File: src/sv/fsp_pkg.sv
`timescale 1ns / 1ps

package fsp_pkg;

    // Number of images that take part in the fusion (2 to 4).
    localparam int NUM_IMAGES = 4;
    // Number of images whose fields the input word always carries.
    localparam int PORT_IMAGES = 4;

    localparam int FOCUS_W  = 8;
    localparam int CH_W     = 8;
    localparam int NUM_CH   = 3;
    localparam int PIX_W    = NUM_CH * CH_W;
    localparam int IDX_W    = 2;
    localparam int PROD_W   = 2 * CH_W;

    // Stream word widths.
    localparam int IN_DATA_W  = PORT_IMAGES * (FOCUS_W + PIX_W);
    localparam int OUT_FLD_W  = PIX_W + IDX_W;
    localparam int OUT_DATA_W = ((OUT_FLD_W + 7) / 8) * 8;

    // Configuration port.
    localparam int CFG_IDX_W  = 2;
    localparam int CFG_DATA_W = 8;
    localparam int IMG_CNT_W  = 3;
    localparam logic [CFG_IDX_W-1:0] REG_FUSION_MODE = 2'd0;
    localparam logic [CFG_IDX_W-1:0] REG_IMAGE_COUNT = 2'd1;
    localparam logic                 MODE_WEIGHTED   = 1'b0;
    localparam logic                 MODE_SELECT     = 1'b1;
    localparam logic [IMG_CNT_W-1:0] IMAGE_COUNT_RST = 3'd4;

    // Arithmetic widths of the weighted mean.
    localparam int TOTAL_MAX = NUM_IMAGES * 255;
    localparam int NUM_MAX   = NUM_IMAGES * 255 * 255;
    localparam int TOTAL_W   = $clog2(TOTAL_MAX + 1);
    localparam int NUM_W     = $clog2(NUM_MAX + 1);
    localparam int DVD_W     = $clog2(2 * NUM_MAX + TOTAL_MAX + 1);

    // Divider layout: one quotient bit per step, a few steps per stage.
    localparam int QUO_W           = CH_W;
    localparam int STEPS_PER_STAGE = 2;
    localparam int DIV_STAGES      = QUO_W / STEPS_PER_STAGE;
    localparam int NUM_STAGES      = 2 + DIV_STAGES;

    // One channel of the rounding divider.
    typedef struct packed {
        logic [DVD_W-1:0] rem;
        logic [QUO_W-1:0] quo;
    } div_lane_t;

    // All channels of one pixel plus the shifted divisor they share.
    typedef struct packed {
        div_lane_t [NUM_CH-1:0] lane;
        logic [DVD_W-1:0]       dv;
    } div_word_t;

endpackage

File: src/sv/fsp_div_stage.sv
`timescale 1ns / 1ps

// One registered slice of the restoring divider: a few quotient bits for
// every channel, with the divisor halved after each bit.
module fsp_div_stage
(
    input  logic              clk,
    input  logic              en,
    input  fsp_pkg::div_word_t din,
    output fsp_pkg::div_word_t dout
);

    fsp_pkg::div_word_t word_next;
    fsp_pkg::div_word_t word_reg;

    // Compare and subtract, one quotient bit per step.
    always_comb
    begin
        word_next = din;
        for (int s = 0; s < fsp_pkg::STEPS_PER_STAGE; s++)
        begin
            for (int ch = 0; ch < fsp_pkg::NUM_CH; ch++)
            begin
                if (word_next.lane[ch].rem >= word_next.dv)
                begin
                    word_next.lane[ch].rem = word_next.lane[ch].rem - word_next.dv;
                    word_next.lane[ch].quo = {word_next.lane[ch].quo[fsp_pkg::QUO_W-2:0], 1'b1};
                end
                else
                begin
                    word_next.lane[ch].quo = {word_next.lane[ch].quo[fsp_pkg::QUO_W-2:0], 1'b0};
                end
            end
            word_next.dv = word_next.dv >> 1;
        end
    end

    // Payload register, loaded whenever the stage may advance.
    always_ff @(posedge clk)
    begin
        if (en)
        begin
            word_reg <= word_next;
        end
    end

    assign dout = word_reg;

endmodule

File: src/sv/focus_stack_pixel_fusion.sv
`timescale 1ns / 1ps

// Focus stack pixel fusion. Each input word carries four 8-bit focus measures
// and four BGR pixels; each output word carries one fused BGR pixel and, in
// select mode, the index of the image that was picked (zero in weighted mode).
// The block takes one word per clock while the output is not stalled. A word
// passes six register stages: one stage forms the focus-weighted products and
// the sharpest-image choice, one stage sums them, and four stages run the
// 8-bit rounding divider at two quotient bits per stage. Backpressure on the
// output stalls only the stages that are full, so bubbles in the pipeline
// still accept new words. Registers are written through the configuration
// channel, which is always ready, and should be changed only while no words
// are in flight.
module focus_stack_pixel_fusion
(
    input  logic                              clk,
    input  logic                              rst_n,
    // Input stream.
    input  logic                              s_axis_tvalid,
    output logic                              s_axis_tready,
    // Fields from bit 0: focus_a, focus_b, focus_c, focus_d,
    // pixel_a, pixel_b, pixel_c, pixel_d.
    input  logic [fsp_pkg::IN_DATA_W-1:0]     s_axis_tdata,
    // Output stream.
    output logic                              m_axis_tvalid,
    input  logic                              m_axis_tready,
    // Fields from bit 0: fused_blue, fused_green, fused_red, chosen_image,
    // zero padding.
    output logic [fsp_pkg::OUT_DATA_W-1:0]    m_axis_tdata,
    // Configuration write channel.
    input  logic                              cfg_valid,
    output logic                              cfg_ready,
    input  logic [fsp_pkg::CFG_IDX_W-1:0]     cfg_index,
    input  logic [fsp_pkg::CFG_DATA_W-1:0]    cfg_data
);

    localparam int NSTG = fsp_pkg::NUM_STAGES;

    // Configuration registers.
    logic                           fusion_mode_reg;
    logic [fsp_pkg::IMG_CNT_W-1:0]  image_count_reg;

    // Pipeline control.
    logic [NSTG-1:0]                valid_reg;
    logic [NSTG-1:0]                stage_rdy;

    // Select-mode data that travels beside the arithmetic.
    logic                           mode_reg [NSTG];
    logic [fsp_pkg::PIX_W-1:0]      sel_pix_reg [NSTG];
    logic [fsp_pkg::IDX_W-1:0]      sel_idx_reg [NSTG];

    // Stage 0 signals.
    logic [fsp_pkg::FOCUS_W-1:0]    focus [fsp_pkg::PORT_IMAGES];
    logic [fsp_pkg::PIX_W-1:0]      pix [fsp_pkg::PORT_IMAGES];
    logic [fsp_pkg::TOTAL_W-1:0]    total_next;
    logic [fsp_pkg::TOTAL_W-1:0]    den_next;
    logic [fsp_pkg::PROD_W-1:0]     term_next [fsp_pkg::NUM_IMAGES][fsp_pkg::NUM_CH];
    logic [fsp_pkg::IMG_CNT_W-1:0]  cnt;
    logic [fsp_pkg::FOCUS_W-1:0]    max_focus;
    logic [fsp_pkg::IDX_W-1:0]      best_next;
    logic [fsp_pkg::PROD_W-1:0]     term_reg [fsp_pkg::NUM_IMAGES][fsp_pkg::NUM_CH];
    logic [fsp_pkg::TOTAL_W-1:0]    den_reg;

    // Stage 1 signals and the divider chain.
    fsp_pkg::div_word_t             div_next;
    fsp_pkg::div_word_t             div_word [fsp_pkg::DIV_STAGES+1];
    logic [fsp_pkg::NUM_W-1:0]      num_sum;

    // Configuration writes; an index beyond the list is ignored.
    assign cfg_ready = 1'b1;

    always_ff @(posedge clk or negedge rst_n)
    begin
        if (!rst_n)
        begin
            fusion_mode_reg <= fsp_pkg::MODE_WEIGHTED;
            image_count_reg <= fsp_pkg::IMAGE_COUNT_RST;
        end
        else if (cfg_valid && cfg_ready)
        begin
            case (cfg_index)
                fsp_pkg::REG_FUSION_MODE: fusion_mode_reg <= cfg_data[0];
                fsp_pkg::REG_IMAGE_COUNT: image_count_reg <= cfg_data[fsp_pkg::IMG_CNT_W-1:0];
                default: ;
            endcase
        end
    end

    // A stage may advance when it is empty or the next one advances.
    always_comb
    begin
        stage_rdy[NSTG-1] = !valid_reg[NSTG-1] || m_axis_tready;
        for (int i = NSTG - 2; i >= 0; i--)
        begin
            stage_rdy[i] = !valid_reg[i] || stage_rdy[i+1];
        end
    end

    assign s_axis_tready = stage_rdy[0];

    always_ff @(posedge clk or negedge rst_n)
    begin
        if (!rst_n)
        begin
            valid_reg <= '0;
        end
        else
        begin
            if (stage_rdy[0])
            begin
                valid_reg[0] <= s_axis_tvalid;
            end
            for (int i = 1; i < NSTG; i++)
            begin
                if (stage_rdy[i])
                begin
                    valid_reg[i] <= valid_reg[i-1];
                end
            end
        end
    end

    // Unpack the input word.
    always_comb
    begin
        for (int k = 0; k < fsp_pkg::PORT_IMAGES; k++)
        begin
            focus[k] = s_axis_tdata[k*fsp_pkg::FOCUS_W +: fsp_pkg::FOCUS_W];
            pix[k]   = s_axis_tdata[fsp_pkg::PORT_IMAGES*fsp_pkg::FOCUS_W
                                    + k*fsp_pkg::PIX_W +: fsp_pkg::PIX_W];
        end
    end

    // Stage 0: total focus, weighted terms and the divisor. With zero total
    // every image gets equal weight, so the terms are the plain channels.
    always_comb
    begin
        total_next = '0;
        for (int k = 0; k < fsp_pkg::NUM_IMAGES; k++)
        begin
            total_next = total_next + fsp_pkg::TOTAL_W'(focus[k]);
        end
        for (int k = 0; k < fsp_pkg::NUM_IMAGES; k++)
        begin
            for (int ch = 0; ch < fsp_pkg::NUM_CH; ch++)
            begin
                if (total_next == '0)
                begin
                    term_next[k][ch] = fsp_pkg::PROD_W'(pix[k][ch*fsp_pkg::CH_W +: fsp_pkg::CH_W]);
                end
                else
                begin
                    term_next[k][ch] =
                        fsp_pkg::PROD_W'(pix[k][ch*fsp_pkg::CH_W +: fsp_pkg::CH_W])
                        * fsp_pkg::PROD_W'(focus[k]);
                end
            end
        end
        den_next = (total_next == '0) ? fsp_pkg::TOTAL_W'(fsp_pkg::NUM_IMAGES) : total_next;
    end

    // Stage 0: sharpest image among the first image_count, first maximum wins.
    always_comb
    begin
        cnt = image_count_reg;
        if (cnt < fsp_pkg::IMG_CNT_W'(1))
        begin
            cnt = fsp_pkg::IMG_CNT_W'(1);
        end
        if (cnt > fsp_pkg::IMG_CNT_W'(fsp_pkg::NUM_IMAGES))
        begin
            cnt = fsp_pkg::IMG_CNT_W'(fsp_pkg::NUM_IMAGES);
        end
        max_focus = focus[0];
        best_next = '0;
        for (int k = 1; k < fsp_pkg::NUM_IMAGES; k++)
        begin
            if ((fsp_pkg::IMG_CNT_W'(k) < cnt) && (focus[k] > max_focus))
            begin
                max_focus = focus[k];
                best_next = fsp_pkg::IDX_W'(k);
            end
        end
    end

    always_ff @(posedge clk)
    begin
        if (stage_rdy[0])
        begin
            term_reg <= term_next;
            den_reg  <= den_next;
        end
    end

    // Stage 1: sum the terms and set up round(num / den) as
    // floor((2 num + den) / (2 den)).
    always_comb
    begin
        div_next = '0;
        for (int ch = 0; ch < fsp_pkg::NUM_CH; ch++)
        begin
            num_sum = '0;
            for (int k = 0; k < fsp_pkg::NUM_IMAGES; k++)
            begin
                num_sum = num_sum + fsp_pkg::NUM_W'(term_reg[k][ch]);
            end
            div_next.lane[ch].rem = (fsp_pkg::DVD_W'(num_sum) << 1)
                                    + fsp_pkg::DVD_W'(den_reg);
            div_next.lane[ch].quo = '0;
        end
        div_next.dv = fsp_pkg::DVD_W'(den_reg) << fsp_pkg::QUO_W;
    end

    always_ff @(posedge clk)
    begin
        if (stage_rdy[1])
        begin
            div_word[0] <= div_next;
        end
    end

    // Side data is captured in stage 0 and follows the words through the
    // remaining stages.
    always_ff @(posedge clk)
    begin
        if (stage_rdy[0])
        begin
            mode_reg[0]    <= fusion_mode_reg;
            sel_pix_reg[0] <= pix[best_next];
            sel_idx_reg[0] <= best_next;
        end
        for (int i = 1; i < NSTG; i++)
        begin
            if (stage_rdy[i])
            begin
                mode_reg[i]    <= mode_reg[i-1];
                sel_pix_reg[i] <= sel_pix_reg[i-1];
                sel_idx_reg[i] <= sel_idx_reg[i-1];
            end
        end
    end

    // Divider stages.
    for (genvar g = 0; g < fsp_pkg::DIV_STAGES; g++)
    begin : g_div
        fsp_div_stage u_div_stage
        (
            .clk  (clk),
            .en   (stage_rdy[2+g]),
            .din  (div_word[g]),
            .dout (div_word[g+1])
        );
    end

    // Output word from the last stage.
    always_comb
    begin
        m_axis_tdata = '0;
        if (mode_reg[NSTG-1] == fsp_pkg::MODE_SELECT)
        begin
            m_axis_tdata[fsp_pkg::PIX_W-1:0] = sel_pix_reg[NSTG-1];
            m_axis_tdata[fsp_pkg::PIX_W +: fsp_pkg::IDX_W] = sel_idx_reg[NSTG-1];
        end
        else
        begin
            for (int ch = 0; ch < fsp_pkg::NUM_CH; ch++)
            begin
                m_axis_tdata[ch*fsp_pkg::CH_W +: fsp_pkg::CH_W] =
                    div_word[fsp_pkg::DIV_STAGES].lane[ch].quo;
            end
        end
    end

    assign m_axis_tvalid = valid_reg[NSTG-1];

endmodule

File: config.mk
export PLATFORM = sky130hd
export DESIGN_NAME = focus_stack_pixel_fusion
export DESIGN_NICKNAME = d
export VERILOG_FILES = /design/src/sv/fsp_pkg.sv /design/src/sv/fsp_div_stage.sv /design/src/sv/focus_stack_pixel_fusion.sv
export SDC_FILE = /design/constraint.sdc
export NUM_CORES = 2
export LEC_CHECK = 0
export ABC_AREA = 1
export BUFFER_PORTS_ARGS = -buffer_cell sky130_fd_sc_hd__buf_2
export CAP_MARGIN = 20
export CORE_MARGIN = 3
export CORE_UTILIZATION = 60
export DETAILED_ROUTE_END_ITERATION = 12
export PLACE_DENSITY_LB_ADDON = 0.08
export RECOVER_POWER = 50
export SETUP_SLACK_MARGIN = 0.3
export SLEW_MARGIN = 20
export SYNTH_ARGS = -nofsm -noshare
export SYNTH_HDL_FRONTEND = slang
export SYNTH_SLANG_ARGS = --single-unit
File: constraint.sdc
create_clock -name clk -period 27.1 [get_ports clk]
set_input_delay 5.42 -clock clk [delete_from_list [all_inputs] [get_ports clk]]
set_output_delay 5.42 -clock clk [all_outputs]
set_load 0.05 [all_outputs]
-- Word level (Yosys, flattened, before mapping)
Memories as Yosys holds them, arrays and structs flattened.
Cells that the tools add are included.
- add/sub/neg operators: 36
- $mul: 12
- magnitude comparators: 33
- eq/ne operators: 1
- mux-type cells: 81
- bitwise operators: 1
- reduce and logical (&&, ||, !) cells: 19
- operators with widths (kind ; count):
    2-to-1 mux 19 bit ; 21
    multiplier 8 x 8 -> 16 bit ; 12
    2-to-1 mux 8 bit ; 14
    2-to-1 mux 24 bit ; 3
    adder 19 x 10 -> 19 bit ; 3
    greater-or-equal comparator 19 x 11 -> 1 bit ; 3
    greater-or-equal comparator 19 x 12 -> 1 bit ; 3
    greater-or-equal comparator 19 x 13 -> 1 bit ; 3
    greater-or-equal comparator 19 x 14 -> 1 bit ; 3
    greater-or-equal comparator 19 x 15 -> 1 bit ; 3
    greater-or-equal comparator 19 x 16 -> 1 bit ; 3
    greater-or-equal comparator 19 x 17 -> 1 bit ; 3
    greater-or-equal comparator 19 x 18 -> 1 bit ; 3
    subtractor 19 x 12 -> 19 bit ; 3
    subtractor 19 x 13 -> 19 bit ; 3
    subtractor 19 x 14 -> 19 bit ; 3
    subtractor 19 x 15 -> 19 bit ; 3
    subtractor 19 x 16 -> 19 bit ; 3
    subtractor 19 x 17 -> 19 bit ; 3
    subtractor 19 x 18 -> 19 bit ; 3
    adder 17 x 16 -> 18 bit ; 3
    adder 18 x 16 -> 18 bit ; 3
    adder 16 x 16 -> 17 bit ; 3
    binary-select mux 24 bit (select 2 bit) ; 1
    other kinds (20) ; 75
- bits in registers: 540
- bits in writable memories: 162
- output and inout port bits: 35
- word-level logic and storage cells: 247
- memories: 3
- memory list (memory ; depth ; bits a word ; rd ports ; clocked after memory_dff ; write ports ; RTL line ; source):
    sel_pix_reg ; 6 ; 24 ; 6 ; 0 ; 6 ; focus_stack_pixel_fusion.sv:49 ; logic [fsp_pkg::PIX_W-1:0] sel_pix_reg [NSTG];
    sel_idx_reg ; 6 ; 2 ; 6 ; 0 ; 6 ; focus_stack_pixel_fusion.sv:50 ; logic [fsp_pkg::IDX_W-1:0] sel_idx_reg [NSTG];
    mode_reg ; 6 ; 1 ; 6 ; 0 ; 6 ; focus_stack_pixel_fusion.sv:48 ; logic mode_reg [NSTG];

-- Logic depth before layout (Yosys ltp)
- depth after elaboration: 17
- mapped depth: 35
- mapped depth without buffers: 31

-- Hierarchy
A second synthesis with hierarchy kept.
- cell total of the unflattened synthesis: 12650
- area total of the unflattened synthesis: 94393.0 um2
- modules (own cells, without submodules) (module ; instances ; cells an instance ; area each (um2) ; sequential area each (um2)):
    focus_stack_pixel_fusion ; 1 ; 5789 ; 49247.2 ; 13103.8
    fsp_div_stage (g_div[0].u_div_stage ...) ; 3 ; 1713 ; 11270.8 ; 2942.8
    fsp_div_stage (g_div[3].u_div_stage) ; 1 ; 1722 ; 11333.4 ; 2942.8

-- Worst setup path after synthesis
No wires, ideal clock.
- kind: input -> output
- from: input port m_axis_tready
- to: output port s_axis_tready
- data arrival time: 18.420 ns
- path slack: 3.260 ns
- stages on the path: 10
- cell sequence: nor2_1 > inv_1 > nor2_1 > inv_1 > nor2_1 > inv_1 > nor2_1 > inv_1 > nor2_1 > nand2_1
- cells in the longest elaborated chain, start to end: 6
- RTL lines (element ; RTL line ; source):
    start: declaration ; focus_stack_pixel_fusion.sv:26 ; input logic m_axis_tready,
    logical OR 1 bit ; focus_stack_pixel_fusion.sv:92 ; stage_rdy[NSTG-1] = !valid_reg[NSTG-1] || m_axis_tready;
    net g_div[3].u_div_stage.en ; fsp_div_stage.sv:8 ; input logic en,
    logical OR 1 bit ; focus_stack_pixel_fusion.sv:95 ; stage_rdy[i] = !valid_reg[i] || stage_rdy[i+1];
    net g_div[2].u_div_stage.en ; fsp_div_stage.sv:8 ;
    logical OR 1 bit ; focus_stack_pixel_fusion.sv:95 ;
    net g_div[1].u_div_stage.en ; fsp_div_stage.sv:8 ;
    logical OR 1 bit ; focus_stack_pixel_fusion.sv:95 ;
    net g_div[0].u_div_stage.en ; fsp_div_stage.sv:8 ;
    logical OR 1 bit (2 in series) ; focus_stack_pixel_fusion.sv:95 ;
    end: declaration ; focus_stack_pixel_fusion.sv:20 ; output logic s_axis_tready,
The timed path passes the listed nets, and every way through them passes these cells.

-- Final worst setup path
Ends and elaborated chain as after synthesis.

==> impl_metrics.tcl <==
set metrics [dict create \
    run_status "finished, violations left" \
    failed_checks "max-capacitance violations, max-slew violations" \
    tns_ns 0 \
    rows 126 \
    critPathKind "in -> out" \
    drtPass1Iterations 8 \
    yosys_warnings 0 \
    largest_reg_flops 252 \
    postRouteWirelength_mm 203 \
    viasPerCell 5.52 \
    route.antenna.remaining_nets 0 \
    chipHeight_microns 352 \
    place.port_buffers 165 \
    post_synth_fa_ha_maj_area_fraction_pct 29.4 \
    detailedRoute.firstIterationViolations 4434 \
    tritoncts.num_buffers 80 \
    critPathMaxFanout 44 \
    vias_in_the_first_global_route 56900 \
    nNetsFinal 10200 \
    min_from "sel_pix_reg[1][23]" \
    multi_input_area_sq_um 44000 \
    synthesis.instances 8679 \
    synth.lib_cells_used.distinct 60 \
    period_minus_slack_ns 18.17 \
    slew_violations 240 \
    tritoncts "done" \
    yosys.area_share.simple_pct 19.0 \
    edff_count_synth 680 \
    root_buffer "clkbuf_16" \
    post_cts_hold_buffer_count 0 \
    origin_of_the_critical_flop_to_flop_path "valid_reg[5]" \
    synth_ff_type "edfxtp_1" \
    syn-mean-instance-area_sq_um 8.28 \
    register_area_sq_um 20700 \
    timing.critical_path.from "m_axis_tready" \
    cts_htree_levels 3 \
    ioPinCount 178 \
    yosysSeqAreaShare_pct 28.8 \
    dp.final_hpwl_mm 163 \
    start_util_pct 60.7 \
    final_layout_size_suffix_gt1_share_pct 5.05 \
    die-area_sq_um 124000 \
    timing.max_slew.rel_slack_pct -165 \
    maximum_root_to_sink_buffer_count 3 \
    fraction_of_the_mapped_netlist_area_in_compound_gates_pct 8.47 \
    vias 57200 \
    route.detailed.drc 0 \
    grt_overflow 0 \
    crit_path_start_kind "input port" \
    arrival_ns 12.75 \
    drv_cap 6 \
    first_pass_grt_wire_length_mm 315 \
    xor_and_xnor_area_share_after_synthesis_pct 3.93 \
    report.final.setup_viol 0 \
    cts_setup_buffers 0 \
    worstSetupEndpointType "output port" \
    final.setup_skew_ns 0.0327 \
    period_share_pct 67.0 \
    ys_async_sr_fraction_pct 1.45 \
    wl_per_cell_microns 19.6 \
    area_growth_syn_to_layout_pct 6.38 \
    antenna_violations_before_repair 12 \
    yosys_register_bits 690 \
    required_ns 21.68 \
    final_hold_violations 0 \
    fillers 10200 \
    post_cts.resized_instances 0 \
    place.gp.congestion 0.977 \
    dominant_combinational_cell_family_by_area_after_synthesis "adder cells" \
    worst_pin_slew_ns 3.97 \
    multiplexer_fraction_of_the_synthesized_cell_area_pct 0.455 \
    core_area_sq_um 118000 \
    worst_skew_pair.late_latency_ns 0.67 \
    unrepaired_setup_endpoints_after_global_routing "no" \
    clkTransAtPathRegs_ns 0.06 \
    grt_max_degree 180 \
    cts_sinks 690 \
    grt.total_usage_pct 32.8 \
    floorplan.die.width_microns 352 \
    max_freq_ghz 0.0550 \
    netlist_area_sq_um 71800 \
    worst_hold_class "reg -> reg" \
]
==> worst max-delay path, stage by stage <==
cell and delay (ns):
buf_2 0.10, nor2_1 0.10, inv_1 0.28, nor2_1 0.21
clkinvlp_2 1.38, nor2_1 0.52, clkinvlp_2 1.52, nor2_1 0.53
clkinvlp_2 1.13, nor2_1 0.74, nand2_4 0.44, buf_2 0.36
==> path summary, 6_finish.rpt <==
path	to	slack [ns]	depth (start not counted)
setup / recovery	s_axis_tready	8.93	12
hold / removal	sel_pix_reg[2][23]	0.40	0
setup reg to reg	term_reg[43]	18.35	13
hold reg to reg	sel_pix_reg[2][23]	0.40	0
max in group asynchronous	image_count_reg[2]	22.02	1
min in group asynchronous	valid_reg[2]	4.71	1
==> layout by cell type, fill, tap and decap left out, drive strengths merged, types with 133 or more instances in the layout <==
master  count
fa        568
o21ai     392
xor2      189
inv      1572
a21oi     491
buf       195
nor2      412
edfxtp    680
xnor2     133
ha        780
nand2    2320
nand3     326
==> cells by family (layout without fill, tap and decap cells) <==
family | count (synthesis) | count (layout)
compound gates | 1102 | 1102
fa+ha+maj | 1348 | 1348
buf+inv | 1850 | 1917
mux | 29 | 29
xor+xnor | 322 | 322
other cells | 2 | 19
simple gates | 3336 | 3336
flops | 690 | 690
==> through the flow <==
step | hold slack [ns] | area (sq um) | instances | setup slack, ns | utilization (%)
6_report | 0.403 | 76400 | 10400 | 8.93 | 64.5
5_1_grt | 0.411 | 76400 | 10400 | 7.76 | 64.5
3_3_place_gp | 0.401 | 73800 | 10200 | 12.71 | 62.3
2_1_floorplan | 0.400 | 71900 | 8684 | 3.26 | -
3_5_place_dp | 0.405 | 73800 | 10200 | 12.62 | 62.3
4_1_cts | 0.397 | 76500 | 10400 | 12.61 | 64.6
==> final cells by class <==
class,count,share of cell area (%)
repair buffers,203,1.44
flip-flops and latches,690,27.0
clock buffers,94,2.74
diodes,12,0.0393
inverters,1572,7.73
clock inverters,48,0.812
multi-input cells,6144,57.6
well taps,1600,2.62
==> routing by layer <==
metal  routed length (microns)  share of wire (%)  GRT usage, %  vias to the layer above
met5                        25              0.012             0                        -
met4                     16900                8.3          23.0                        4
met3                     11500                5.7          3.74                      473
met2                     96400                 47          55.3                     1870
met1                     78300                 39          39.4                    27000
li1                          -                  -             -                    27900
==> synth_stat cells, types with 16 or more instances <==
library cell  instances  area (sq um)
a21o_1               42           315
or2_2                67           419
fa_1                568         11400
o2111ai_1            22           193
edfxtp_1            680         20400
mux2_2               29           327
nor2_1              400          1500
o21ai_1              47           235
nor4_1               17           106
o21bai_1             24           180
buf_2                29           145
o21ai_0             341          1710
xor2_1              189          1660
xnor2_1             133          1160
a31oi_1              30           188
nand2_1            2312          8680
nand4_1              88           551
buf_1                26          97.6
clkbuf_1            191           717
buf_4                23           173
inv_1              1562          5860
a21oi_1             490          2450
ha_1                780          9760
o211ai_1             56           420
o21a_1               16           120
nor3_1               76           380
nand3_1             319          1600
Power is left out: the tool's default activity adds up to more than one toggle a clock period on the data nets, which glitch-free logic cannot reach.
